File: src/hdl/tce_pkg.sv
// Shared types and constants for the text console engine.
package tce_pkg;

  localparam int IdxW  = 11;
  localparam int PosW  = 11;
  localparam int CellW = 16;
  localparam int CharW = 8;
  localparam int ColorW = 4;

  typedef enum logic [1:0] {
    CMD_PUT     = 2'd0,
    CMD_CLEAR   = 2'd1,
    CMD_RECOLOR = 2'd2,
    CMD_READ    = 2'd3
  } cmd_t;

  typedef enum logic [1:0] {
    SW_FILL = 2'd0,
    SW_COPY = 2'd1,
    SW_PEEK = 2'd2
  } sweep_mode_t;

  typedef struct packed {
    logic        start;
    sweep_mode_t mode;
  } sweep_ctl_t;

  localparam logic CFG_FG = 1'b0;
  localparam logic CFG_BG = 1'b1;

  localparam logic [CharW-1:0] CH_NUL       = 8'h00;
  localparam logic [CharW-1:0] CH_NEWLINE   = 8'h0A;
  localparam logic [CharW-1:0] CH_SPACE     = 8'h20;
  localparam logic [CharW-1:0] CH_BACKSPACE = 8'h7F;

  localparam logic [CellW-1:0] RESET_CELL = 16'h0720;
  localparam logic [ColorW-1:0] FG_RESET  = 4'd7;
  localparam logic [ColorW-1:0] BG_RESET  = 4'd0;

endpackage

File: src/hdl/tce_ctrl.sv
// Command sequencer: cursor state, command decode and result register.
module tce_ctrl #(
  parameter int Columns = 80,
  parameter int Rows    = 25,
  parameter int AW      = 11,
  parameter int CW      = 11
) (
  input  logic                        clk,
  input  logic                        rst,
  input  logic                        item_valid,
  output logic                        item_stall,
  input  logic [1:0]                  command,
  input  logic [tce_pkg::CharW-1:0]   char_code,
  input  logic [tce_pkg::IdxW-1:0]    cell_index,
  input  logic [tce_pkg::CellW-1:0]   attr,
  output logic                        result_valid,
  input  logic                        result_stall,
  output logic [tce_pkg::PosW-1:0]    cursor_position,
  output logic [tce_pkg::CellW-1:0]   cell_data,
  output tce_pkg::sweep_ctl_t         sw_ctl,
  output logic [AW-1:0]               sw_rd_base,
  output logic [AW-1:0]               sw_wr_base,
  output logic [CW-1:0]               sw_count,
  output logic [tce_pkg::CellW-1:0]   sw_value,
  input  logic                        sw_idle,
  input  logic [tce_pkg::CellW-1:0]   rdata
);

  localparam int Cells = Rows * Columns;
  localparam int RW    = $clog2(Rows);
  localparam int ClW   = $clog2(Columns + 1);
  localparam int LW    = $clog2(Cells + 1);

  typedef enum logic [7:0] {
    ST_INIT      = 8'b0000_0001,
    ST_INIT_WAIT = 8'b0000_0010,
    ST_IDLE      = 8'b0000_0100,
    ST_PLAN      = 8'b0000_1000,
    ST_SCR_WAIT  = 8'b0001_0000,
    ST_FILL_WAIT = 8'b0010_0000,
    ST_OP_WAIT   = 8'b0100_0000,
    ST_RESP      = 8'b1000_0000
  } state_t;

  state_t state, state_next;

  tce_pkg::cmd_t              cmd_q;
  logic [tce_pkg::CharW-1:0]  ch_q;
  logic [tce_pkg::IdxW-1:0]   idx_q;

  logic [RW-1:0]              row, nrow;
  logic [ClW-1:0]             col, ncol, wcol;
  logic                       do_write, do_scroll;
  logic [tce_pkg::CellW-1:0]  wval;

  logic                       put_pend;
  logic [AW-1:0]              put_addr;
  logic [tce_pkg::CellW-1:0]  put_val;
  logic                       peek;
  logic                       read_ok;

  logic [RW-1:0]              mul_row;
  logic [ClW-1:0]             mul_col;
  logic [LW-1:0]              lin;

  logic                       accept;
  logic                       out_free;
  logic                       last_row;
  logic [tce_pkg::CellW-1:0]  blank;

  assign accept     = item_valid && !item_stall;
  assign item_stall = (state != ST_IDLE);
  assign out_free   = !result_valid || !result_stall;
  assign last_row   = (row == RW'(Rows - 1));
  assign blank      = attr | {8'h00, tce_pkg::CH_SPACE};
  assign read_ok    = (32'(idx_q) < 32'(Cells));

  // One row*Columns+column unit: target cell while planning, cursor otherwise.
  assign mul_row = (state == ST_PLAN) ? nrow : row;
  assign mul_col = (state == ST_PLAN) ? wcol : col;
  assign lin     = LW'(mul_row) * LW'(Columns) + LW'(mul_col);

  // Cursor move for put_char.
  always_comb begin
    nrow      = row;
    ncol      = col;
    wcol      = col;
    do_write  = 1'b0;
    do_scroll = 1'b0;
    wval      = blank;
    if (cmd_q == tce_pkg::CMD_PUT) begin
      if (ch_q == tce_pkg::CH_BACKSPACE) begin
        if (col == '0) begin
          if (row != '0) begin
            nrow     = row - RW'(1);
            wcol     = ClW'(Columns - 1);
            ncol     = wcol;
            do_write = 1'b1;
          end
        end else begin
          wcol     = col - ClW'(1);
          ncol     = wcol;
          do_write = 1'b1;
        end
      end else if (ch_q == tce_pkg::CH_NEWLINE) begin
        ncol = '0;
        wcol = '0;
        if (last_row) begin
          do_scroll = 1'b1;
        end else begin
          nrow = row + RW'(1);
        end
      end else if (ch_q != tce_pkg::CH_NUL) begin
        if (col == ClW'(Columns)) begin
          wcol = '0;
          if (last_row) begin
            do_scroll = 1'b1;
          end else begin
            nrow = row + RW'(1);
          end
        end
        ncol     = wcol + ClW'(1);
        do_write = 1'b1;
        wval     = attr | {8'h00, ch_q};
      end
    end
  end

  // Sweep requests and state sequencing.
  always_comb begin
    state_next    = state;
    sw_ctl.start  = 1'b0;
    sw_ctl.mode   = tce_pkg::SW_FILL;
    sw_rd_base    = '0;
    sw_wr_base    = '0;
    sw_count      = '0;
    sw_value      = '0;
    unique case (state)
      ST_INIT: begin
        sw_ctl.start = 1'b1;
        sw_count     = CW'(Cells);
        sw_value     = tce_pkg::RESET_CELL;
        state_next   = ST_INIT_WAIT;
      end
      ST_INIT_WAIT: begin
        if (sw_idle) begin
          state_next = ST_IDLE;
        end
      end
      ST_IDLE: begin
        if (accept) begin
          state_next = ST_PLAN;
        end
      end
      ST_PLAN: begin
        unique case (cmd_q)
          tce_pkg::CMD_CLEAR: begin
            sw_ctl.start = 1'b1;
            sw_count     = CW'(Cells);
            sw_value     = blank;
            state_next   = ST_OP_WAIT;
          end
          tce_pkg::CMD_RECOLOR: begin
            sw_ctl.start = 1'b1;
            sw_ctl.mode  = tce_pkg::SW_COPY;
            sw_count     = CW'(Cells);
            sw_value     = attr;
            state_next   = ST_OP_WAIT;
          end
          tce_pkg::CMD_READ: begin
            if (read_ok) begin
              sw_ctl.start = 1'b1;
              sw_ctl.mode  = tce_pkg::SW_PEEK;
              sw_rd_base   = AW'(idx_q);
              sw_count     = CW'(1);
              state_next   = ST_OP_WAIT;
            end else begin
              state_next = ST_RESP;
            end
          end
          tce_pkg::CMD_PUT: begin
            if (do_scroll) begin
              // Move rows up first; the last row is blanked afterwards.
              sw_ctl.start = 1'b1;
              sw_ctl.mode  = tce_pkg::SW_COPY;
              sw_rd_base   = AW'(Columns);
              sw_count     = CW'((Rows - 1) * Columns);
              state_next   = ST_SCR_WAIT;
            end else if (do_write) begin
              sw_ctl.start = 1'b1;
              sw_wr_base   = AW'(lin);
              sw_count     = CW'(1);
              sw_value     = wval;
              state_next   = ST_OP_WAIT;
            end else begin
              state_next = ST_RESP;
            end
          end
          default: state_next = ST_RESP;
        endcase
      end
      ST_SCR_WAIT: begin
        if (sw_idle) begin
          sw_ctl.start = 1'b1;
          sw_wr_base   = AW'((Rows - 1) * Columns);
          sw_count     = CW'(Columns);
          sw_value     = blank;
          state_next   = ST_FILL_WAIT;
        end
      end
      ST_FILL_WAIT: begin
        if (sw_idle) begin
          if (put_pend) begin
            sw_ctl.start = 1'b1;
            sw_wr_base   = put_addr;
            sw_count     = CW'(1);
            sw_value     = put_val;
            state_next   = ST_OP_WAIT;
          end else begin
            state_next = ST_RESP;
          end
        end
      end
      ST_OP_WAIT: begin
        if (sw_idle) begin
          state_next = ST_RESP;
        end
      end
      ST_RESP: begin
        if (out_free) begin
          state_next = ST_IDLE;
        end
      end
      default: state_next = ST_INIT;
    endcase
  end

  always_ff @(posedge clk) begin
    if (rst) begin
      state        <= ST_INIT;
      row          <= '0;
      col          <= '0;
      result_valid <= 1'b0;
    end else begin
      state <= state_next;
      if (state == ST_PLAN) begin
        row <= nrow;
        col <= ncol;
      end
      if ((state == ST_RESP) && out_free) begin
        result_valid <= 1'b1;
      end else if (!result_stall) begin
        result_valid <= 1'b0;
      end
    end
  end

  always_ff @(posedge clk) begin
    if (accept) begin
      cmd_q <= tce_pkg::cmd_t'(command);
      ch_q  <= char_code;
      idx_q <= cell_index;
    end
    if (state == ST_PLAN) begin
      put_pend <= do_write && do_scroll;
      put_addr <= AW'(lin);
      put_val  <= wval;
      peek     <= (cmd_q == tce_pkg::CMD_READ) && read_ok;
    end
    if ((state == ST_RESP) && out_free) begin
      cursor_position <= tce_pkg::PosW'(lin);
      cell_data       <= peek ? rdata : '0;
    end
  end

  ap_start_idle: assert property (@(posedge clk) disable iff (rst)
    sw_ctl.start |-> sw_idle)
    else $error("sweep started while busy");

  ap_idle_quiet: assert property (@(posedge clk) disable iff (rst)
    (state == ST_IDLE) |-> sw_idle)
    else $error("sweep still running while taking items");

  ap_cursor_range: assert property (@(posedge clk) disable iff (rst)
    (32'(col) <= 32'(Columns)) && (32'(row) < 32'(Rows)))
    else $error("cursor out of range");

  ap_result_source: assert property (@(posedge clk) disable iff (rst)
    $rose(result_valid) |-> $past(state == ST_RESP))
    else $error("result loaded outside the response step");

endmodule

File: config.mk
export PLATFORM = sky130hd
export DESIGN_NAME = tce_ctrl
export DESIGN_NICKNAME = d
export VERILOG_FILES = /design/src/hdl/tce_pkg.sv /design/src/hdl/tce_ctrl.sv
export SDC_FILE = /design/constraint.sdc
export NUM_CORES = 1
export LEC_CHECK = 0
export ABC_AREA = 1
export BUFFER_PORTS_ARGS = -buffer_cell sky130_fd_sc_hd__buf_4
export CORE_UTILIZATION = 40
export CTS_CLUSTER_SIZE = 10
export DETAILED_ROUTE_END_ITERATION = 7
export PLACE_DENSITY_LB_ADDON = 0.12
export SLEW_MARGIN = 20
export SYNTH_ARGS = -nofsm -noshare
export SYNTH_HDL_FRONTEND = slang
export SYNTH_SLANG_ARGS = --single-unit
export TNS_END_PERCENT = 50
File: constraint.sdc
create_clock -name clk -period 3.3 [get_ports clk]
set_input_delay 0.33 -clock clk [delete_from_list [all_inputs] [get_ports clk]]
set_output_delay 0.33 -clock clk [all_outputs]
set_load 0.02 [all_outputs]
* Word-level counts from Yosys, hierarchy flattened
Cells that the tools add are included.
Operators by class: add/subtract/negate cells 5, multiply operators 1, order comparisons 1, eq/ne operators 23, mux-type cells 91, bitwise logic cells 1, reduce and logical (&&, ||, !) cells 16
Operator list (number):
- $mux W16 | 9
- $mux W7 | 17
- $mux W11 | 9
- $mux W8 | 10
- $pmux W11 S3 | 2
- $pmux W16 S4 | 1
- $pmux W8 S8 | 1
- $pmux W16 S3 | 1
- $mux W5 | 9
- $pmux W11 S4 | 1
- $mux W1 | 24
- $pmux W8 S3 | 1
- $pmux W11 S2 | 1
- $eq A8 B4 Y1 const B | 2
- $eq A8 B7 Y1 const B | 2
- $or A16 B8 Y16 | 1
- $ne A2 B2 Y1 const B | 6
- $add A11 B7 Y11 | 1
- $lt A11 B11 Y1 const B | 1
- $eq A8 B1 Y1 const B | 1
- $eq A8 B2 Y1 const B | 1
- $eq A8 B3 Y1 const B | 1
- $eq A8 B5 Y1 const B | 1
- $eq A8 B6 Y1 const B | 1
- 28 further kinds | 34
Storage, ports and cells: register bits after elaboration 98, output and inout port bits 81, logic and storage cells 151

* Longest topological paths before layout
Gate-level depths: netlist (run 1).
depth in word-level cells 16, depth in mapped cells 22

* Worst setup path before layout (run 1)
OpenSTA, ideal clock, no wires.
kind reg-to-output, start register cmd_q[0], end output port sw_wr_base[10], data arrival time 3.318 ns, required time 2.970 ns, slack -0.348 ns, stages on the path, launching flop included 20, cells stage by stage edfxtp_1 -> inv_1 -> ha_1 -> inv_1 -> nor2_8 -> inv_4 -> o21ai_4 -> o21ai_1 -> nand2_1 -> nand2_2 -> ha_1 -> ha_1 -> fa_1 -> xor2_1 -> nand3_1 -> xor2_1 -> inv_1 -> nand3_1 -> nand3_1 -> nand2_1
On the way: longest elaborated chain between the ends 9, elaborated cells on any way between the ends 13
RTL lines:
- start, declared | line tce_ctrl.sv:47 | tce_pkg::cmd_t cmd_q;
- start signal, assigned | line tce_ctrl.sv:260 | cmd_q <= tce_pkg::cmd_t'(command);
- $logic_not A2 Y1 | line tce_ctrl.sv:91 | if (cmd_q == tce_pkg::CMD_PUT) begin
- $mux W5 | line tce_ctrl.sv:91
- $mux W5
- named net mul_row[1] | line tce_ctrl.sv:62 | logic [RW-1:0] mul_row;
- $mul A5 B3 Y7 | line tce_ctrl.sv:81 | assign lin = LW'(mul_row) * LW'(Columns) + LW'(mul_col);
- $add A11 B7 Y11 | line tce_ctrl.sv:81
- $mux W11 | line tce_ctrl.sv:189 | end else if (do_write) begin
- $mux W11 | line tce_ctrl.sv:182 | if (do_scroll) begin
- $mux W11 | line tce_ctrl.sv:156 | unique case (cmd_q)
- $pmux W11 S3 | line tce_ctrl.sv:138 | unique case (state)
- end, declared | line tce_ctrl.sv:22 | output logic [AW-1:0] sw_wr_base,
The timed path passes the listed nets, and every way through them passes these cells.

* Worst setup path after layout (run 1)
start register col[0], end output port sw_wr_base[10]
On the way: elaborated cells on any way between the ends 36
RTL lines:
- start, declared | line tce_ctrl.sv:52 | logic [ClW-1:0] col, ncol, wcol;
- start signal, assigned | line tce_ctrl.sv:248 | col <= ncol;
- $eq A7 B7 Y1 | line tce_ctrl.sv:114 | if (col == ClW'(Columns)) begin
- $mux W5 | line tce_ctrl.sv:114
- $mux W5 | line tce_ctrl.sv:113 | end else if (ch_q != tce_pkg::CH_NUL) begin
- $mux W5 | line tce_ctrl.sv:105 | end else if (ch_q == tce_pkg::CH_NEWLINE) begin
- $mux W5 * | line tce_ctrl.sv:92 | if (ch_q == tce_pkg::CH_BACKSPACE) begin
- $mux W5 * | line tce_ctrl.sv:91
- $mux W5 *
- named net mul_row[2] | line tce_ctrl.sv:62
- $mul A5 B3 Y7 * | line tce_ctrl.sv:81
- $add A11 B7 Y11 * | line tce_ctrl.sv:81
- $mux W11 * | line tce_ctrl.sv:189
- $mux W11 * | line tce_ctrl.sv:182
- $mux W11 * | line tce_ctrl.sv:156
- $pmux W11 S3 * | line tce_ctrl.sv:138
The timed path passes the listed nets; every way through them passes the cells marked *. The select of a mux whose other input is x is not followed.

==> metrics, run 1 <==
quantity of I/O buffers inserted on ports 134; top cells by area in the synthesized netlist edfxtp_1 41%, nand2_1 11%, dfxtp_1 7.5%; Primary FF master, synth edfxtp_1; Crit Path Category register to output pin; leakage dissipation 0.00377 uW; Synth cell types between 40 and 50; startpoint class of the critical path register; clock slew at reported path FFs 0.07 ns; # IOs between 100 and 150; startpoint of the most critical register-to-register path col[0]; start point of the worst hold path cell_index[2]; initial standard-cell utilization of the core 0.417; count of pins over their slew limit 0; TritonCTS clock tree yes; clock skew after layout between 0.008 and 0.009 ns; global routing usage summed across all routing layers 0.209; layout overhead on the synthesized area 44.2%; setup repair after global routing missed its margin yes; Data arrival, critical path roughly 3.4 ns; post-route worst setup slack -0.375 ns; Clock Tree Root clkbuf_16; die area between 10000 and 15000 sq um; Gate Count Post-Synth ~650; count of antenna-violating nets left after detailed routing 0; power density normalized to cell area between 300 and 400 nW/um^2; timing-limited maximum frequency 272 MHz; Yosys warnings 0; core region area 13500 sq um; Via-to-Cell Ratio 4.82; clock net sink count slightly below 100; worst-margin pin slew approximately 0.73 ns; type of destination of the critical path output pin; top cell type's share of synthesized area 0.413; number of buffers between clock root and the deepest sink 2; number of antenna diodes 0; largest vdd supply drop 0.236 mV; Final min period around 3.7 ns; normalized max-slew margin 0.510; Avg Synthesized Cell Area about 8.6 sq um; data required time of the worst path 2.97 ns; Max FO, Critical Path 4; pin count of the biggest net entering global routing 28; length of the first detailed-routing pass in iterations 5; Iter 0 DRT Violations 270; number of hold violations in the final report 0; final WL between 10000 and 15000 microns; Final GP Congestion between 0.8 and 0.9; placed standard-cell area about 7400 sq um; via count of the first global-routing pass roughly 4800; peak per-stage delay on the critical path 0.36 ns; standard-cell row count 42; global-route wire length before repair 23600 microns; DIE HEIGHT between 100 and 150 microns; async set or reset register ratio after synthesis 0; start point of the critical path col[0]; DP Wirelength about 11000 microns; failing checks setup timing; setup violation total in the final timing report 5; fraction of layout cells with a size suffix above 1 0.388; max-cap check violation count 0; worst path cell trace inv_2 > ha_4 > nand2_8 > nor2_4 > nand2_4 > buf_4 > o21ai_4 > a21o_1 > nand2_2 > ha_4 > ha_4 > fa_2 > xor2_2 > nand3_2 > xor2_2 > inv_1 > nand3_2 > nand3_2 > nand2_2 > buf_6; total congestion overflow 0; final hold slack about 0.15 ns; average routed wire per standard cell between 10 and 15 microns; status finished, violations left; Synth area leader edfxtp_1; detailed-route via count ~5100; portion of the post-synthesis area used by sequential elements 0.488; die width roughly 120 microns; total number of H-tree levels 3; combined area of all synthesized cells about 5600 sq um; cell class contributing the biggest share of worst-path delay adder cells; final cell area excluding filler cells about 8000 sq um; Nets between 900 and 1000; number of flip-flops and latches in the synthesized netlist a little under 100; Post-synth EDFFs a little under 80; CTS buffer count 9; Period Utilization, post-route 1.11; clock latency on the worst-skew pair roughly 0.35 ns; type of the most critical hold path input port to register; CP bufs+invs 4; DRC violation count after routing 0; antenna violations before repair 0; cell at the slowest stage of the critical path fa_2; final core occ 0.601
final timing paths:
check	end	slack, ns	cells past startpoint
setup / recovery	sw_wr_base[10]	-0.38	20
hold reg to reg	result_valid	0.48	2
setup reg to reg	put_addr[10]	0.07	20
hold / removal	idx_q[2]	0.15	1
power by group:
| part | switching (uW) | internal, uW | total [uW] |
|---|---|---|---|
| Clock | 461 | 599 | 1060 |
| Combinational | 155 | 126 | 280 |
| Sequential | 5.33 | 1330 | 1340 |
cell type report:
class | count | area (sq um)
repair buffers | 229 | 1750
fillers | 1212 | 5370
clock inverters | 3 | 21.3
flip-flops and latches | 98 | 2740
multi-input cells | 432 | 2670
well taps | 176 | 220
clock buffers | 13 | 282
inverters | 103 | 397
state kept, by name (all words and copies together) (netlist names), 5 cells and up:
register,flops
col,7
cursor_position,11
idx_q,11
put_val,16
put_addr,11
row,5
ch_q,8
cell_data,16
state,8
kinds of logic (layout without fill, tap and decap cells):
kind of cell	count (synthesis)	count (layout)	share of synthesized area
simple gates	298	298	0.244
buf+inv	125	348	0.0949
flops	98	98	0.488
fa+ha+maj	21	21	0.0496
xor+xnor	12	12	0.0188
compound gates	97	97	0.105
other cells	1	4	0.000669
stage by stage:
| stage | instances | TNS [ns] | setup slack [ns] | total power, uW |
|---|---|---|---|---|
| floorplan | 655 | -0.00259 | -0.00259 | 1510 |
| global placement | 1028 | -0.296 | -0.160 | 1640 |
| detailed placement | 1028 | -0.570 | -0.219 | 1640 |
| CTS | 1050 | -1.91 | -0.445 | 2700 |
| global route | 1054 | -2.52 | -0.541 | 2780 |
| finish | 1054 | -1.29 | -0.375 | 2680 |
per-layer routing:
layer	share of wire	vias to the layer above	track usage	wire [microns]
met5	0	-	0	0
met4	0.020	0	0.0772	290
met1	0.46	2324	0.277	6790
li1	-	2586	-	-
met2	0.47	146	0.339	6960
met3	0.055	23	0.0420	818
cell usage after synthesis, types with 3 or more instances:
library cell / count
inv_1: 92
a31oi_1: 3
inv_2: 9
xor2_1: 10
ha_1: 19
nand3_2: 3
buf_2: 3
edfxtp_1: 77
nand2_1: 163
nor3_1: 8
dfxtp_1: 21
o211ai_1: 12
nand2_4: 5
nand4_1: 3
nand2_2: 4
o21ai_1: 7
nor4_1: 4
clkbuf_1: 6
buf_4: 11
o31ai_1: 3
nor2_4: 5
a22o_1: 4
o21ai_0: 31
nor2_2: 4
nand3_1: 45
nor2_1: 49
a21oi_1: 26
cell usage in the layout (no fill, tap or decap), types with 2 or more instances in the layout:
cell       netlist  routed
a21oi_1         26      26
a22o_1           4       4
a31oi_1          3       3
buf_4           11     222
buf_6            2       6
clkbuf_16        0      10
clkbuf_8         0       2
conb_1           1       4
dfxtp_1         21      18
dfxtp_2          0       3
edfxtp_1        77      77
fa_2             0       2
ha_1            19      11
ha_4             0       8
inv_1           92      79
inv_2            9      20
inv_4            1       2
nand2_1        163     154
nand2_2          4      10
nand2_4          5       7
nand3_1         45      41
nand3_2          3       6
nand3_4          1       2
nand4_1          3       3
nor2_1          49      42
nor2_2           4       8
nor2_4           5       8
nor3_1           8       8
nor4_1           4       4
o211ai_1        12      12
o21ai_0         31      30
o21ai_1          7       5
o21ai_2          2       5
o31ai_1          3       3
xor2_1          10       5
xor2_2           0       5
repair_timing:
item | in CTS | in global routing
setup endpoints to repair | 6 | 12
resized for setup | 22 | 38
pin swaps | 21 | 17
gates cloned | 0 | 0
hold buffers | 0 | 0
buffers inserted | 6 | 4
Note: power is estimated with default switching activity, not from simulation.
==> run 2, diff against run 1 <==
--- a/config.mk
+++ b/config.mk
@@ -7,10 +7,11 @@
 export LEC_CHECK = 0
 export ABC_AREA = 1
 export BUFFER_PORTS_ARGS = -buffer_cell sky130_fd_sc_hd__buf_4
-export CORE_UTILIZATION = 40
+export CORE_UTILIZATION = 49
 export CTS_CLUSTER_SIZE = 10
 export DETAILED_ROUTE_END_ITERATION = 7
 export PLACE_DENSITY_LB_ADDON = 0.12
+export SKIP_CTS_REPAIR_TIMING = 1
 export SLEW_MARGIN = 20
 export SYNTH_ARGS = -nofsm -noshare
 export SYNTH_HDL_FRONTEND = slang
==> metrics, run 2 (same netlist as run 1, synthesis figures left out) <==
pin count of the biggest net entering global routing 28; max-cap check violation count 0; timing-limited maximum frequency roughly 270 MHz; Max FO, Critical Path 5; DIE HEIGHT 109 microns; Crit Path Category register to output pin; power density normalized to cell area 334 nW/um^2; global-route wire length before repair 23800 microns; cell at the slowest stage of the critical path fa_2; clock latency on the worst-skew pair between 0.3 and 0.4 ns; number of buffers between clock root and the deepest sink 2; final cell area excluding filler cells approximately 8100 sq um; Regs by FF count cell_data (16), put_val (16); worst path cell trace inv_2 > nor3_4 > nand3_4 > nor2_8 > inv_6 > o21ai_4 > o21ai_1 > nand2_1 > nand2_2 > ha_4 > ha_4 > fa_2 > nand3_1 > xor2_1 > inv_1 > nand3_2 > nand3_2 > nand2_2 > buf_6; setup repair after global routing missed its margin yes; failing checks setup timing; total congestion overflow 0; quantity of I/O buffers inserted on ports 134; setup violation total in the final timing report 6; Period Utilization, post-route 1.13; clock slew at reported path FFs approximately 0.070 ns; die area ~12000 sq um; largest vdd supply drop 0.285 mV; most common library cell in the layout ignoring fill and taps buf_4; placed standard-cell area 7370 sq um; total number of H-tree levels 3; CP bufs+invs 4; core region area between 10000 and 15000 sq um; clock net sink count slightly below 100; CTS buffer count 9; number of antenna diodes 0; global routing usage summed across all routing layers 0.262; Data arrival, critical path 3.40 ns; commonest non-fill, non-tap cells in the layout 228 x buf_4, 152 x nand2_1, 77 x inv_1, 77 x edfxtp_1; number of hold violations in the final report 0; standard-cell row count 38; status finished, violations left; leakage dissipation 0.00379 uW; clock skew after layout 0.0105 ns; cell class contributing the biggest share of worst-path delay adder cells; average routed wire per standard cell approximately 15 microns; startpoint class of the critical path register; count of pins over their slew limit 0; worst-margin pin slew roughly 0.72 ns; final core occ 0.734; final standard cell count with taps included and fillers excluded ~1000; length of the first detailed-routing pass in iterations 5; via count of the first global-routing pass 4917; normalized max-slew margin 0.517; TritonCTS clock tree yes; layout overhead on the synthesized area 43.8%; final WL between 15000 and 20000 microns; peak per-stage delay on the critical path approximately 0.55 ns; # IOs ~140; Post-Place Cells around 990; post-route worst setup slack -0.425 ns; Final GP Congestion 0.862; count of antenna-violating nets left after detailed routing 0; Clock Tree Root clkbuf_16; Iter 0 DRT Violations 295; fraction of layout cells with a size suffix above 1 0.400; data required time of the worst path roughly 3.0 ns; initial standard-cell utilization of the core 0.510; DRC violation count after routing 0; detailed-route via count ~5200; type of destination of the critical path output pin; DP Wirelength 11400 microns; type of the most critical hold path input port to register; die width 109 microns; Via-to-Cell Ratio around 5.1; Final min period around 3.7 ns; antenna violations before repair 0; Nets roughly 960
[run 2: area by class of cell]
cell class	count	area, sq um
repair buffers	235	1810
well taps	140	175
fillers	825	2930
clock buffers	10	229
clock inverters	6	66.3
inverters	103	394
multi-input cells	432	2640
flip-flops and latches	98	2740
[run 2: report_power, final]
part | internal (uW) | switching (uW)
Sequential | 1330 | 5.43
Clock | 592 | 484
Combinational | 126 | 157
[run 2: routing by layer]
metal | GRT usage | vias to the layer above | wire [microns]
li1 | - | 2592 | -
met1 | 0.346 | 2409 | 6810
met2 | 0.439 | 226 | 7430
met3 | 0.0466 | 20 | 1070
met4 | 0.0753 | 0 | 233
met5 | 0 | - | 0
[run 2: through the flow]
step | hold slack, ns | TNS (ns) | total power, uW | setup WS, ns
floorplan | 0.399 | -0.00259 | 1510 | -0.00259
global placement | 0.467 | -0.235 | 1640 | -0.127
detailed placement | 0.489 | -0.685 | 1640 | -0.225
CTS | 0.149 | -2.84 | 2700 | -0.627
global route | 0.141 | -3.22 | 2780 | -0.665
finish | 0.154 | -1.94 | 2690 | -0.425
[run 2: worst paths after layout]
kind,start,end,slack [ns],cells after the start
setup / recovery,state[3],sw_wr_base[10],-0.43,19
hold / removal,command[1],cmd_q[1],0.15,1
setup reg to reg,state[3],put_addr[10],0.15,18
hold reg to reg,result_valid,result_valid,0.49,2
[run 2: worst reg2reg max path, cell delays in order, from the launching register on]
cell	delay [ns]
dfxtp_1	0.39
inv_2	0.06
nor3_4	0.20
nand3_4	0.12
nor2_8	0.14
inv_6	0.06
o21ai_4	0.20
o21ai_1	0.11
nand2_1	0.08
nand2_2	0.08
ha_4	0.23
ha_4	0.16
fa_2	0.55
nand3_1	0.09
xor2_1	0.17
inv_1	0.07
nand3_2	0.07
nand2_1	0.07
inv_1	0.05
