## src/hdl/tce_pkg.sv

```systemverilog
// Shared types and constants for the text console engine.
package tce_pkg;

  localparam int IdxW  = 11;
  localparam int PosW  = 11;
  localparam int CellW = 16;
  localparam int CharW = 8;
  localparam int ColorW = 4;

  typedef enum logic [1:0] {
    CMD_PUT     = 2'd0,
    CMD_CLEAR   = 2'd1,
    CMD_RECOLOR = 2'd2,
    CMD_READ    = 2'd3
  } cmd_t;

  typedef enum logic [1:0] {
    SW_FILL = 2'd0,
    SW_COPY = 2'd1,
    SW_PEEK = 2'd2
  } sweep_mode_t;

  typedef struct packed {
    logic        start;
    sweep_mode_t mode;
  } sweep_ctl_t;

  localparam logic CFG_FG = 1'b0;
  localparam logic CFG_BG = 1'b1;

  localparam logic [CharW-1:0] CH_NUL       = 8'h00;
  localparam logic [CharW-1:0] CH_NEWLINE   = 8'h0A;
  localparam logic [CharW-1:0] CH_SPACE     = 8'h20;
  localparam logic [CharW-1:0] CH_BACKSPACE = 8'h7F;

  localparam logic [CellW-1:0] RESET_CELL = 16'h0720;
  localparam logic [ColorW-1:0] FG_RESET  = 4'd7;
  localparam logic [ColorW-1:0] BG_RESET  = 4'd0;

endpackage

```

## src/hdl/tce_sweep.sv

```systemverilog
// Address walker: fills, copies with an OR mask, or peeks runs of cells.
module tce_sweep #(
  parameter int AW = 11,
  parameter int CW = 11
) (
  input  logic                      clk,
  input  logic                      rst,
  input  tce_pkg::sweep_ctl_t       ctl,
  input  logic [AW-1:0]             rd_base,
  input  logic [AW-1:0]             wr_base,
  input  logic [CW-1:0]             count,
  input  logic [tce_pkg::CellW-1:0] value,
  input  logic [tce_pkg::CellW-1:0] rdata,
  output logic                      idle,
  output logic                      rd_en,
  output logic [AW-1:0]             rd_addr,
  output logic                      wr_en,
  output logic [AW-1:0]             wr_addr,
  output logic [tce_pkg::CellW-1:0] wr_data
);

  logic                      busy, busy_next;
  logic                      pend, pend_next;
  tce_pkg::sweep_mode_t      mode;
  logic [AW-1:0]             rp, wp;
  logic [CW-1:0]             left, left_next;
  logic [tce_pkg::CellW-1:0] val;
  logic                      issue;

  always_comb begin
    issue     = busy && (left != '0);
    rd_en     = issue && (mode != tce_pkg::SW_FILL);
    wr_en     = (issue && (mode == tce_pkg::SW_FILL)) ||
                (pend && (mode == tce_pkg::SW_COPY));
    wr_data   = (mode == tce_pkg::SW_FILL) ? val : (rdata | val);
    left_next = issue ? left - CW'(1) : left;
    pend_next = rd_en;
    busy_next = ctl.start || (busy && ((left_next != '0) || pend_next));
  end

  assign idle    = !busy;
  assign rd_addr = rp;
  assign wr_addr = wp;

  always_ff @(posedge clk) begin
    if (rst) begin
      busy <= 1'b0;
      pend <= 1'b0;
    end else begin
      busy <= busy_next;
      pend <= pend_next;
    end
  end

  always_ff @(posedge clk) begin
    if (ctl.start) begin
      mode <= ctl.mode;
      rp   <= rd_base;
      wp   <= wr_base;
      left <= count;
      val  <= value;
    end else begin
      if (rd_en) begin
        rp <= rp + AW'(1);
      end
      if (wr_en) begin
        wp <= wp + AW'(1);
      end
      left <= left_next;
    end
  end

endmodule

```

## config.mk

```make
export PLATFORM = sky130hd
export DESIGN_NAME = tce_sweep
export DESIGN_NICKNAME = d
export VERILOG_FILES = /design/src/hdl/tce_pkg.sv /design/src/hdl/tce_sweep.sv
export SDC_FILE = /design/constraint.sdc
export NUM_CORES = 1
export LEC_CHECK = 0
export ABC_AREA = 1
export BUFFER_PORTS_ARGS = -buffer_cell sky130_fd_sc_hd__buf_2
export CORE_UTILIZATION = 52
export DETAILED_ROUTE_END_ITERATION = 10
export HOLD_SLACK_MARGIN = 0.03
export PLACE_DENSITY_LB_ADDON = 0.3
export SYNTH_ARGS = -nofsm -noshare
export SYNTH_HDL_FRONTEND = slang
export SYNTH_SLANG_ARGS = --single-unit
```

## constraint.sdc

```tcl
create_clock -name clk -period 5.4 [get_ports clk]
set_clock_uncertainty 0.05 [all_clocks]
set_input_delay 0.27 -clock clk [delete_from_list [all_inputs] [get_ports clk]]
set_output_delay 0.27 -clock clk [all_outputs]
set_load 0.01 [all_outputs]
```

== Word-level counts from Yosys, hierarchy flattened ==
Cells that the tools add are included.
Operators by class
  add/sub/neg operators: 3
  equality and inequality tests: 1
  mux-type cells: 7
  bitwise logic cells: 1
  reductions and logical operators: 15
Operators with widths (count)
  $mux W11: 6
  $add A11 B1 Y11 const B: 2
  $reduce_bool A11 Y1: 2
  $mux W16: 1
  $or A16 B16 Y16: 1
  $sub A11 B1 Y11 const B: 1
  $reduce_bool A2 Y1: 3
  $logic_and A1 B1 Y1: 5
  $logic_or A1 B1 Y1: 3
  $eq A2 B1 Y1 const B: 1
  $logic_not A2 Y1: 1
  $logic_not A1 Y1: 1
Storage, ports and cells
  flip-flop bits (word level): 53
  output and inout port bits: 41
  word-level logic and storage cells: 34

== Logic depth before layout (Yosys ltp) ==
Gate-level depths: netlist (run 1).
  word-level depth: 7
  gate-level depth with buffers: 14

== Worst setup path after synthesis (run 1) ==
No wires, ideal clock.
  path kind: reg-to-reg
  start: reg left[0]
  end: reg wp[0], in the netlist wr_addr[0], enable pin
  setup time: 0.318 ns
  data arrival time: 1.529 ns
  data required time: 5.032 ns
  path slack: 3.503 ns
  cell stages (with the launch flop): 9
  path through: dfxtp_1 -> inv_1 -> ha_1 -> nand2_2 -> nor2_4 -> nand2_4 -> nand2_4 -> o21ai_0 -> or2_2
Between the ends
  word-level cells in the longest chain between the ends: 5
Ends and longest elaborated chain
  start: declaration: RTL line tce_sweep.sv:26  | logic [CW-1:0] left, left_next;
  start signal: assignment: RTL line tce_sweep.sv:60  | left <= count;
  start signal: assignment: RTL line tce_sweep.sv:69  | left <= left_next;
  $reduce_bool A11 Y1: RTL line tce_sweep.sv:31  | issue = busy && (left != '0);
  $logic_and A1 B1 Y1: RTL line tce_sweep.sv:31
  $logic_and A1 B1 Y1: RTL line tce_sweep.sv:33  | wr_en = (issue && (mode == tce_pkg::SW_FILL)) ||
  $logic_or A1 B1 Y1: RTL line tce_sweep.sv:33
  via wr_en: RTL line tce_sweep.sv:17  | output logic wr_en,
  $reduce_bool A2 Y1 (no source line)
  end signal: assignment: RTL line tce_sweep.sv:59  | wp <= wr_base;
  end signal: assignment: RTL line tce_sweep.sv:67  | wp <= wp + AW'(1);
  end: declaration: RTL line tce_sweep.sv:25  | logic [AW-1:0] rp, wp;
The timed path passes the listed nets, and every way through them passes these cells.
A chain may end at the register's enable or synchronous reset.

== Worst setup path in the final report (run 1) ==
  start: reg mode[1]
  end: out wr_en
Between the ends
  word-level cells in the longest chain between the ends: 3
  elaborated cells between the ends (all ways): 5
  those cells by class: 1 x eq/ne; 4 x reduce/logical
Ends and longest elaborated chain
  start: declaration: RTL line tce_sweep.sv:24  | tce_pkg::sweep_mode_t mode;
  start signal: assignment: RTL line tce_sweep.sv:57  | mode <= ctl.mode;
  $eq A2 B1 Y1 or $logic_not A2 Y1 (tied branches): RTL line tce_sweep.sv:34, tce_sweep.sv:33
  $logic_and A1 B1 Y1, on equally long branches: RTL line tce_sweep.sv:34, tce_sweep.sv:33
  $logic_or A1 B1 Y1 (*): RTL line tce_sweep.sv:33
  end: declaration: RTL line tce_sweep.sv:17
Every way passes the cells marked *; elsewhere a longest branch is shown, timed or not.

==> impl_metrics.py, run 1 <==
metrics = {
    "floorplanning": {
        "die_area_um2": 5524,
        "start_util": 0.5574,
        "coreArea_um2": 4880,
        "fp.dieW_um": 74.33,
        "row_count": 25,
        "die_y_um": 74.33,
        "io_pins": 111,
    },
    "sta": {
        "final_max_slew_viol_count": 0,
        "fin_crit_sh": 0.4084,
        "setup_viol": 0,
        "rsz0062_at_grt": "no",
        "period_needed_ns": 2.205,
        "finalHoldViolations": 0,
        "max-slew-margin-rel": 0.5827,
        "setup_slack_ns": 3.195,
        "timing.setup.tns_ns": 0,
        "max_freq_mhz": 453.4,
        "worst_pin_slew_ns": 0.6259,
    },
    "clocking": {
        "ctsResizeCount": 0,
        "cts_buffers": 5,
        "cts.sinks": 53,
        "clk_latency_ns": 0.31,
        "ctsHoldBuffers": 0,
        "cts_max_level": 2,
        "postCtsSetupRepairBufs": 0,
        "clock_path_buffers": 2,
        "clk_pin_slew_worst_paths_ns": 0.09,
        "cts_tree": "built",
        "cts-root-buf": "clkbuf_8",
    },
    "power_and_ir_drop": {
        "switching_share": 0.2771,
        "ir_drop_v": 0.0001384,
        "seqPwrFrac": 0.531,
        "p_leak_uw": 0.001653,
        "internal_power_uw": 703.8,
        "pwr-share-clk": 0.278,
        "p_comb_frac": 0.190,
        "netSwitchingPower_uw": 269.7,
        "p_per_area_nw_per_um2": 283.3,
    },
    "flow_run": {
        "drv_cap": 0,
    },
    "synthesis": {
        "synth_ff_type": "edfxtp_1",
        "synth_xor_area_frac": 0.02254,
        "syn_area_um2": 2720,
        "ys_seq_area_frac": 0.5373,
        "synth-seq-cells": 53,
        "async_flop_share": 0,
        "synthAdderAreaFrac": 0.01380,
        "syn_nets": 383,
        "synth-compound-area-share": 0.1389,
        "yosys_warnings": 0,
        "synth_simple_gate_area_frac": 0.2364,
        "synth_top_family_by_area": "simple AND/OR/NAND/NOR gates",
        "synthMuxAreaShare": 0,
        "synth-edff-count": 40,
        "yosys.cell_types.count": 30,
        "netlist_instances": 310,
        "synth_area_per_cell_um2": 8.775,
    },
    "critical_path": {
        "cp.buffers_inverters": 2,
        "cpPeakStageDelay_ns": 0.43,
        "required_ns": 5.08,
        "cp_max_fo": 18,
        "cp-start-kind": "register",
        "cp_cell_sequence": "nor2_1 -> clkinv_1 -> o21ai_0 -> buf_2",
        "worstPathArrival_ns": 1.89,
        "worst_setup_path_end_kind": "output port",
        "path_class": "register to output port",
        "cp_slowest_cell": "o21ai_0",
        "crit_family": "buffers and inverters",
    },
    "place": {
        "gp_congestion": 0.8520,
        "hpwl_mm": 4.629,
        "numPortBuffers": 110,
        "place_area_um2": 3324,
        "place_ws_ns": 3.264,
    },
    "grt": {
        "grt_pass1_vias": 2239,
        "grtUsageTotal": 0.2297,
        "overflow": 0,
        "grt_max_degree": 64,
        "grt_antenna_before_repair": 0,
        "grt_pass1_wl_mm": 9.584,
    },
    "route": {
        "dr.pass1.iters": 5,
        "antenna_left": 0,
        "drcViolationCount": 0,
        "via_per_inst": 5.101,
        "wire_per_inst_um": 12.83,
        "drt_iter0_markers": 168,
        "num_vias": 2484,
        "routed_wl_mm": 6.246,
    },
    "finish": {
        "drive_above_1_share": 0.3048,
        "nNetsFinal": 492,
        "areaGrowthSynthToFinish_pct": 26.31,
        "diodes": 0,
        "final_area_um2": 3436,
    },
    "run_status": {
        "status": "complete, no violations",
    },
    "hold_path": {
        "holdCritPathClass": "input pin to register",
    },
}
==> kinds of logic after synthesis <==
family / after synthesis
compound gates: 60
xor+xnor: 7
fa+ha+maj: 3
buf+inv: 36
flops: 53
simple gates: 151
==> state kept, by name, summed over array words and instances (netlist names) <==
name,flops
mode,2
rd_addr,11
left,11
val,16
busy,1
pend,1
wr_addr,11
==> worst paths after layout <==
| check | slack, ns | depth (start not counted) | from | endpoint |
|---|---|---|---|---|
| setup / recovery | 3.19 | 4 | mode[1] | wr_en |
| hold / removal | 0.08 | 1 | value[1] | val[1] |
| setup reg to reg | 3.31 | 4 | mode[1] | wr_addr[8] |
| hold reg to reg | 0.45 | 2 | left[0] | left[0] |
==> per-stage QoR <==
stage,hold slack (ns),util,power [µW],instances
finish,0.08481,0.7041,973.5,487
global route,0.06755,0.7041,1021,487
CTS,0.07880,0.7041,975.5,487
detailed placement,0.3985,0.6813,710.4,479
global placement,0.3966,0.6813,704.1,479
floorplan,0.2824,-,629.8,310
==> worst register-to-register path, delay by kind of cell, from the launching register on <==
family,cells,cell delay (ns)
DFF,1,0.40
buffers and inverters,1,0.42
AOI/OAI and AO/OA,1,0.43
and+or+nand+nor,2,0.48
==> cells in the mapped netlist (all sizes together), types with 2 or more instances <==
| master | number | area, µm² |
|---|---|---|
| nand2 | 84 | 332.8 |
| nor2 | 42 | 165.2 |
| edfxtp | 40 | 1201 |
| inv | 26 | 97.60 |
| o21ai | 20 | 100.1 |
| a21o | 16 | 120.1 |
| nand3 | 15 | 80.08 |
| dfxtp | 13 | 260.3 |
| a21oi | 10 | 57.56 |
| clkbuf | 8 | 30.03 |
| a31oi | 7 | 43.79 |
| xor2 | 5 | 43.79 |
| o31ai | 4 | 30.03 |
| a22o | 3 | 26.28 |
| ha | 3 | 37.54 |
| nand3b | 3 | 22.52 |
| nand4 | 3 | 18.77 |
| nor4 | 2 | 12.51 |
| xnor2 | 2 | 17.52 |
==> final cells by class <==
class,count,area [µm²]
clock buffers,6,72.57
clock inverters,2,38.79
fillers,404,1444
inverters,27,101.3
multi-input cells,221,1120
flip-flops and latches,53,1461
well taps,67,83.83
repair buffers,111,558.0
==> layout by cell type (no fill, tap or decap), types with 2 or more instances in the layout <==
master,n
nand4_1,3
buf_2,110
o21ai_0,19
inv_1,24
xor2_1,5
a22o_1,3
nand3b_1,3
o31ai_1,4
a21o_1,16
nand3_1,14
xnor2_1,2
nor4_1,2
clkbuf_8,5
nor2_1,41
nand2_4,2
inv_2,2
dfxtp_1,13
nand2_1,81
a21oi_1,8
a21oi_2,2
ha_1,3
edfxtp_1,40
a31oi_1,7
==> layer usage <==
layer  vias to the layer above  routed length [µm]  track usage
li1                       1266                   -            -
met1                      1102                2709       0.3027
met2                       109                3026       0.3818
met3                         7                 449      0.04743
met4                         0                  61      0.07547
met5                         -                   0            0
==> power groups by stage <==
| stage | clock network, µW | registers, µW | logic, µW |
|---|---|---|---|
| finish | 271 | 517 | 185 |
| global route | 289 | 522 | 209 |
| CTS | 274 | 517 | 185 |
| detailed placement | 0 | 526 | 185 |
| global placement | 0 | 525 | 180 |
| floorplan | 0 | 526 | 104 |
No activity file was read; power rests on OpenSTA's default activity.
==> run 2: changes to the inputs <==
--- a/config.mk
+++ b/config.mk
@@ -7,7 +7,7 @@
 export LEC_CHECK = 0
 export ABC_AREA = 1
 export BUFFER_PORTS_ARGS = -buffer_cell sky130_fd_sc_hd__buf_2
-export CORE_UTILIZATION = 52
+export CORE_UTILIZATION = 48
 export DETAILED_ROUTE_END_ITERATION = 10
 export HOLD_SLACK_MARGIN = 0.03
 export PLACE_DENSITY_LB_ADDON = 0.3
==> constraint.sdc (replaced) <==
create_clock -name clk -period 2.1 [get_ports clk]
set_clock_uncertainty 0.05 [all_clocks]
set_input_delay 0.105 -clock clk [delete_from_list [all_inputs] [get_ports clk]]
set_output_delay 0.105 -clock clk [all_outputs]
set_load 0.01 [all_outputs]
==> run 2 against run 1 <==
  * Power increased to 2.6 times the previous value
  * Core utilization is 0.78 points higher
  * Largest power group unchanged
  * Clock power is 150% higher
  * Flip-flop and latch count unchanged
  * Count of clock-buffer cells in the layout unchanged
  * Sequential power grew to 2.6 times the previous value
  * Critical path depth increased by 4
  * Via count increased by 6.8%
==> impl_metrics.py, run 2 (synthesis gave the netlist of run 1 again) <==
metrics = {
    "run_status": {
        "status": "complete, no violations",
    },
    "finish": {
        "diodes": 0,
        "areaGrowthSynthToFinish_pct": 43.24,
        "post-route-util": 0.7119,
        "drive_above_1_share": 0.2833,
        "instances_no_fill": 538,
        "largest_reg_flops": 16,
        "nNetsFinal": 538,
        "final_common_cell": "buf_2",
        "layout_common_cells": "buf_2, nand2_1, dlygate4sd3_1, nor2_1, edfxtp_1",
        "max_flop_register": "val",
    },
    "critical_path": {
        "reg2reg_from": "left[0]",
        "startpoint": "left[0]",
        "cp_common_cell": "nand2_4",
        "cp_max_fo": 8,
        "worst_setup_path_end_kind": "output port",
        "worstPathArrival_ns": 1.72,
        "cp_slowest_cell": "dfxtp_1",
        "required_ns": 1.95,
        "cp-start-kind": "register",
        "cp_cell_sequence": "inv_1 -> ha_1 -> nand2_2 -> nor2_4 -> nand2_4 -> nand2_4 -> o21ai_0 -> buf_2",
        "path_class": "register to output port",
        "cpPeakStageDelay_ns": 0.33,
    },
    "grt": {
        "grt_max_degree": 43,
        "grt_use_met2": 0.3947,
        "grtUsageTotal": 0.2294,
        "grtUsageMet1": 0.2914,
        "grt_antenna_before_repair": 0,
        "grt_pass1_wl_mm": 10.96,
        "grt_pass1_vias": 2474,
        "grt.busiest_layer": "met2",
        "overflow": 0,
        "grtUsageMet3": 0.04881,
    },
    "sta": {
        "worst_pin_slew_ns": 0.5070,
        "fin_crit_sh": 0.8952,
        "finalHoldViolations": 0,
        "setup_viol": 0,
        "rsz0062_at_grt": "no",
        "max_freq_mhz": 531.9,
        "period_needed_ns": 1.880,
        "max-slew-margin-rel": 0.6612,
        "timing.setup.tns_ns": 0,
        "final_max_slew_viol_count": 0,
    },
    "clocking": {
        "postCtsSetupRepairBufs": 0,
        "clk_pin_slew_worst_paths_ns": 0.09,
        "cts_max_level": 2,
        "cts-root-buf": "clkbuf_8",
        "cts.sinks": 53,
        "clk_latency_ns": 0.30,
        "cts_tree": "built",
        "cts_buffers": 5,
        "clock_path_buffers": 2,
    },
    "hold_path": {
        "holdCritPathClass": "input pin to register",
        "min_from": "wr_base[5]",
    },
    "floorplanning": {
        "die_y_um": 77.28,
        "start_util": 0.4970,
        "die_area_um2": 5972,
        "coreArea_um2": 5473,
        "io_pins": 111,
        "row_count": 27,
        "fp.dieW_um": 77.28,
    },
    "power_and_ir_drop": {
        "p_per_area_nw_per_um2": 652.8,
        "p_comb_frac": 0.216,
        "switching_share": 0.2686,
        "ir_drop_v": 0.0003636,
        "seqPwrFrac": 0.522,
        "netSwitchingPower_uw": 683.3,
        "p_leak_uw": 0.001846,
        "power_uw": 2544,
        "pwr-share-clk": 0.263,
        "internal_power_uw": 1860,
    },
    "route": {
        "drt_iter0_markers": 129,
        "wire_per_inst_um": 12.53,
        "drcViolationCount": 0,
        "dr.pass1.iters": 4,
        "via_per_inst": 4.929,
        "antenna_left": 0,
        "routed_wl_mm": 6.742,
        "num_vias": 2652,
    },
    "place": {
        "gp_congestion": 0.7727,
        "dp_cells": 488,
        "numPortBuffers": 110,
        "hpwl_mm": 4.692,
    },
    "flow_run": {
        "drv_cap": 0,
    },
}
-- run 2: layout make-up --
| type | instances | area, µm² |
|---|---|---|
| multi-input combinational | 221 | 1129 |
| clock inverter | 2 | 33.78 |
| sequential | 53 | 1461 |
| tap | 72 | 90.09 |
| inverter | 27 | 101.3 |
| timing repair buffer | 157 | 1008 |
| fill | 455 | 1577 |
| clock buffer | 6 | 72.57 |
-- run 2: path summary, 6_finish.rpt --
kind	to	depth (start not counted)	slack, ns
worst min-delay path	wr_addr[5]	3	0.04
worst max register to register	busy	11	0.23
worst max-delay path	wr_en	8	0.22
worst min register to register	left[8]	2	0.45
-- run 2: power by group through the flow --
stage / clock network (µW) / logic [µW] / registers (µW)
after global routing: 727 / 613 / 1340
after global placement: 0 / 470 / 1340
after floorplan: 0 / 268 / 1350
after detailed placement: 0 / 484 / 1350
final: 668 / 549 / 1330
after CTS: 683 / 544 / 1320
-- run 2: stage by stage --
stage | setup WS, ns | hold WS (ns) | area [µm²]
2_1_floorplan | 0.2027 | 0.1174 | 2720
3_3_place_gp | 0.2132 | 0.2318 | 3361
3_5_place_dp | 0.1499 | 0.2337 | 3361
4_1_cts | 0.1321 | 0.03388 | 3877
5_1_grt | 0.04382 | 0.03146 | 3896
6_report | 0.2201 | 0.04285 | 3896
-- run 2: routing by layer --
layer,up-vias,wire [µm]
met5,-,0
met4,0,97
met3,12,492
met2,114,3121
met1,1172,3030
li1,1354,-
-- run 2: worst max-delay path: cells and delay by family (launching register included) --
family                     cells  cell delay (ns)
and+or+nand+nor                4             0.38
DFF                            1             0.33
buffers and inverters          2             0.25
adders and majority gates      1             0.24
AOI/OAI and AO/OA              1             0.21
-- run 2: what timing repair did --
item | CTS | global route
hold buffers | 41 | 1
resized for setup | 0 | 2
endpoints found under the hold margin | 42 | 1
setup endpoints to repair | 0 | 12
==> run 3: changes to the inputs <==
--- a/config.mk
+++ b/config.mk
@@ -6,9 +6,9 @@
 export NUM_CORES = 1
 export LEC_CHECK = 0
 export ABC_AREA = 1
-export BUFFER_PORTS_ARGS = -buffer_cell sky130_fd_sc_hd__buf_2
-export CORE_UTILIZATION = 48
+export CORE_UTILIZATION = 60
 export DETAILED_ROUTE_END_ITERATION = 10
+export DONT_BUFFER_PORTS = 1
 export HOLD_SLACK_MARGIN = 0.03
 export PLACE_DENSITY_LB_ADDON = 0.3
 export SYNTH_ARGS = -nofsm -noshare
==> run 3 against run 2 <==
  * Register-to-register slack got worse by 0.08 ns
  * Count of clock-buffer cells in the layout unchanged
  * Clock power fell by 13%
  * Worst hold slack worse by 0.0019 ns
  * Routed wire length shrank 2.3%
  * Sequential power barely moved
  * Cell area fell by 11%
  * Critical path type unchanged
  * Largest cell class unchanged
  * Highest routed layer unchanged
==> impl_metrics.py, run 3 (synthesis gave the netlist of run 1 again) <==
metrics = {
    "run_status": {
        "status": "complete, no violations",
    },
    "finish": {
        "max_flop_register": "val",
        "final_area_um2": 3462,
        "nNetsFinal": 440,
        "final_common_cell": "nand2_1",
        "layout_common_cells": "nand2_1, dlygate4sd3_1, edfxtp_1, nor2_1, inv_1",
        "instances_no_fill": 420,
        "drive_above_1_share": 0.09239,
        "diodes": 0,
        "n_fill_cell": 284,
        "largest_reg_flops": 16,
        "areaGrowthSynthToFinish_pct": 27.28,
    },
    "route": {
        "num_vias": 2435,
        "antenna_left": 0,
        "via_per_inst": 5.798,
        "wire_per_inst_um": 15.69,
        "dr.pass1.iters": 5,
        "drcViolationCount": 0,
        "drt_iter0_markers": 196,
        "routed_wl_mm": 6.588,
    },
    "clocking": {
        "clk_pin_slew_worst_paths_ns": 0.10,
        "clk_latency_ns": 0.31,
        "cts_buffers": 5,
        "clock_path_buffers": 2,
        "cts_max_level": 2,
        "cts_tree": "built",
        "cts.sinks": 53,
        "cts-root-buf": "clkbuf_8",
    },
    "critical_path": {
        "cp_common_cell": "nand2_4",
        "cp-start-kind": "register",
        "worst_setup_path_end_kind": "output port",
        "path_class": "register to output port",
        "cp_slowest_cell": "dfxtp_1",
        "worstPathArrival_ns": 1.82,
        "required_ns": 1.95,
        "cp_cell_sequence": "inv_2 -> ha_4 -> nand2_2 -> nor2_4 -> nand2_4 -> nand2_4 -> o21ai_0 -> buf_4",
        "r2r_slack_ns": 0.15,
        "cpPeakStageDelay_ns": 0.36,
        "cp_max_fo": 8,
    },
    "sta": {
        "period_needed_ns": 1.972,
        "timing.setup.tns_ns": 0,
        "max_freq_mhz": 507.2,
        "max-slew-margin-rel": 0.6908,
        "finalHoldViolations": 0,
        "rsz0062_at_grt": "no",
        "setup_viol": 0,
        "final_max_slew_viol_count": 0,
        "fin_crit_sh": 0.9388,
        "worst_pin_slew_ns": 0.4627,
    },
    "grt": {
        "grt_pass1_wl_mm": 10.42,
        "grt_max_degree": 58,
        "grt_pass1_vias": 2337,
        "grtUsageTotal": 0.2717,
        "grt_antenna_before_repair": 0,
        "overflow": 0,
    },
    "place": {
        "hpwl_mm": 3.892,
        "dp_cells": 358,
        "numPortBuffers": 0,
        "place_area_um2": 2785,
        "gp_congestion": 0.8418,
    },
    "floorplanning": {
        "die_area_um2": 4807,
        "coreArea_um2": 4354,
        "die_y_um": 69.33,
        "io_pins": 111,
        "start_util": 0.6247,
        "fp.dieW_um": 69.33,
        "row_count": 24,
    },
    "power_and_ir_drop": {
        "power_uw": 2377,
        "p_per_area_nw_per_um2": 686.5,
        "ir_drop_v": 0.0004523,
        "p_leak_uw": 0.001480,
    },
    "hold_path": {
        "holdCritPathClass": "input pin to register",
    },
    "flow_run": {
        "drv_cap": 0,
    },
}
[run 3: changes by cell type in the layout (fill, tap and decap cells not counted), moves of 2 or more]
cell           delta
buf_2           -110
dfxtp_1           -3
dfxtp_2           +3
dlygate4sd3_1     +9
inv_1             -2
inv_2             +2
nor2_1            -3
nor2_2            +3
[run 3: worst paths after layout]
| kind | start | end | cells past startpoint |
|---|---|---|---|
| worst max-delay path | left[0] | wr_en | 8 |
| worst min-delay path | ctl[2] | rd_addr[2] | 3 |
| worst max register to register | left[0] | wr_addr[1] | 8 |
| worst min register to register | left[8] | left[8] | 2 |
[run 3: stage by stage]
stage / hold slack (ns) / utilization / setup WS (ns)
floorplan: 0.1174 / - / 0.2027
global placement: 0.1192 / 0.6397 / 0.1637
detailed placement: 0.1204 / 0.6397 / 0.09226
CTS: 0.04091 / 0.7836 / 0.03352
global route: 0.06059 / 0.7951 / 0.01602
finish: 0.04091 / 0.7951 / 0.1285
[run 3: layout make-up]
cell class / instances / area (µm²) / area share
clock buffer: 6 / 72.57 / 0.02096
clock inverter: 2 / 13.76 / 0.003975
inverter: 27 / 101.3 / 0.02927
multi-input combinational: 221 / 1156 / 0.3339
sequential: 53 / 1465 / 0.4232
tap: 52 / 65.06 / 0.01879
timing repair buffer: 59 / 588.1 / 0.1699
[run 3: what timing repair did]
action / 4_1_cts / 5_1_grt
buffers inserted: 0 / 1
endpoints found under the hold margin: 71 / 0
setup endpoints to repair: 0 / 16
gates resized for setup: 0 / 15
hold buffers: 53 / 0
[run 3: routing by layer]
layer	part of all wire	track usage	routed length, µm	vias to the layer above
met5	0	0	0	-
met4	0.014	0.08163	90	0
met3	0.059	0.06105	387	11
met2	0.53	0.4887	3481	114
met1	0.40	0.3223	2629	1145
li1	-	-	-	1165
[run 3: power breakdown]
group          leakage (µW)  switching, µW  total, µW  internal [µW]
combinational      0.000927            234        430            196
sequential         0.000507            117       1360           1250
clock             0.0000456            343        582            239
[run 3: worst max-delay path: cells and delay by family, from the launching register on]
family                     cells  cell delay (ns)
and+or+nand+nor                4             0.38
DFF                            1             0.36
adders and majority gates      1             0.17
buffers and inverters          2             0.27
AOI/OAI and AO/OA              1             0.33
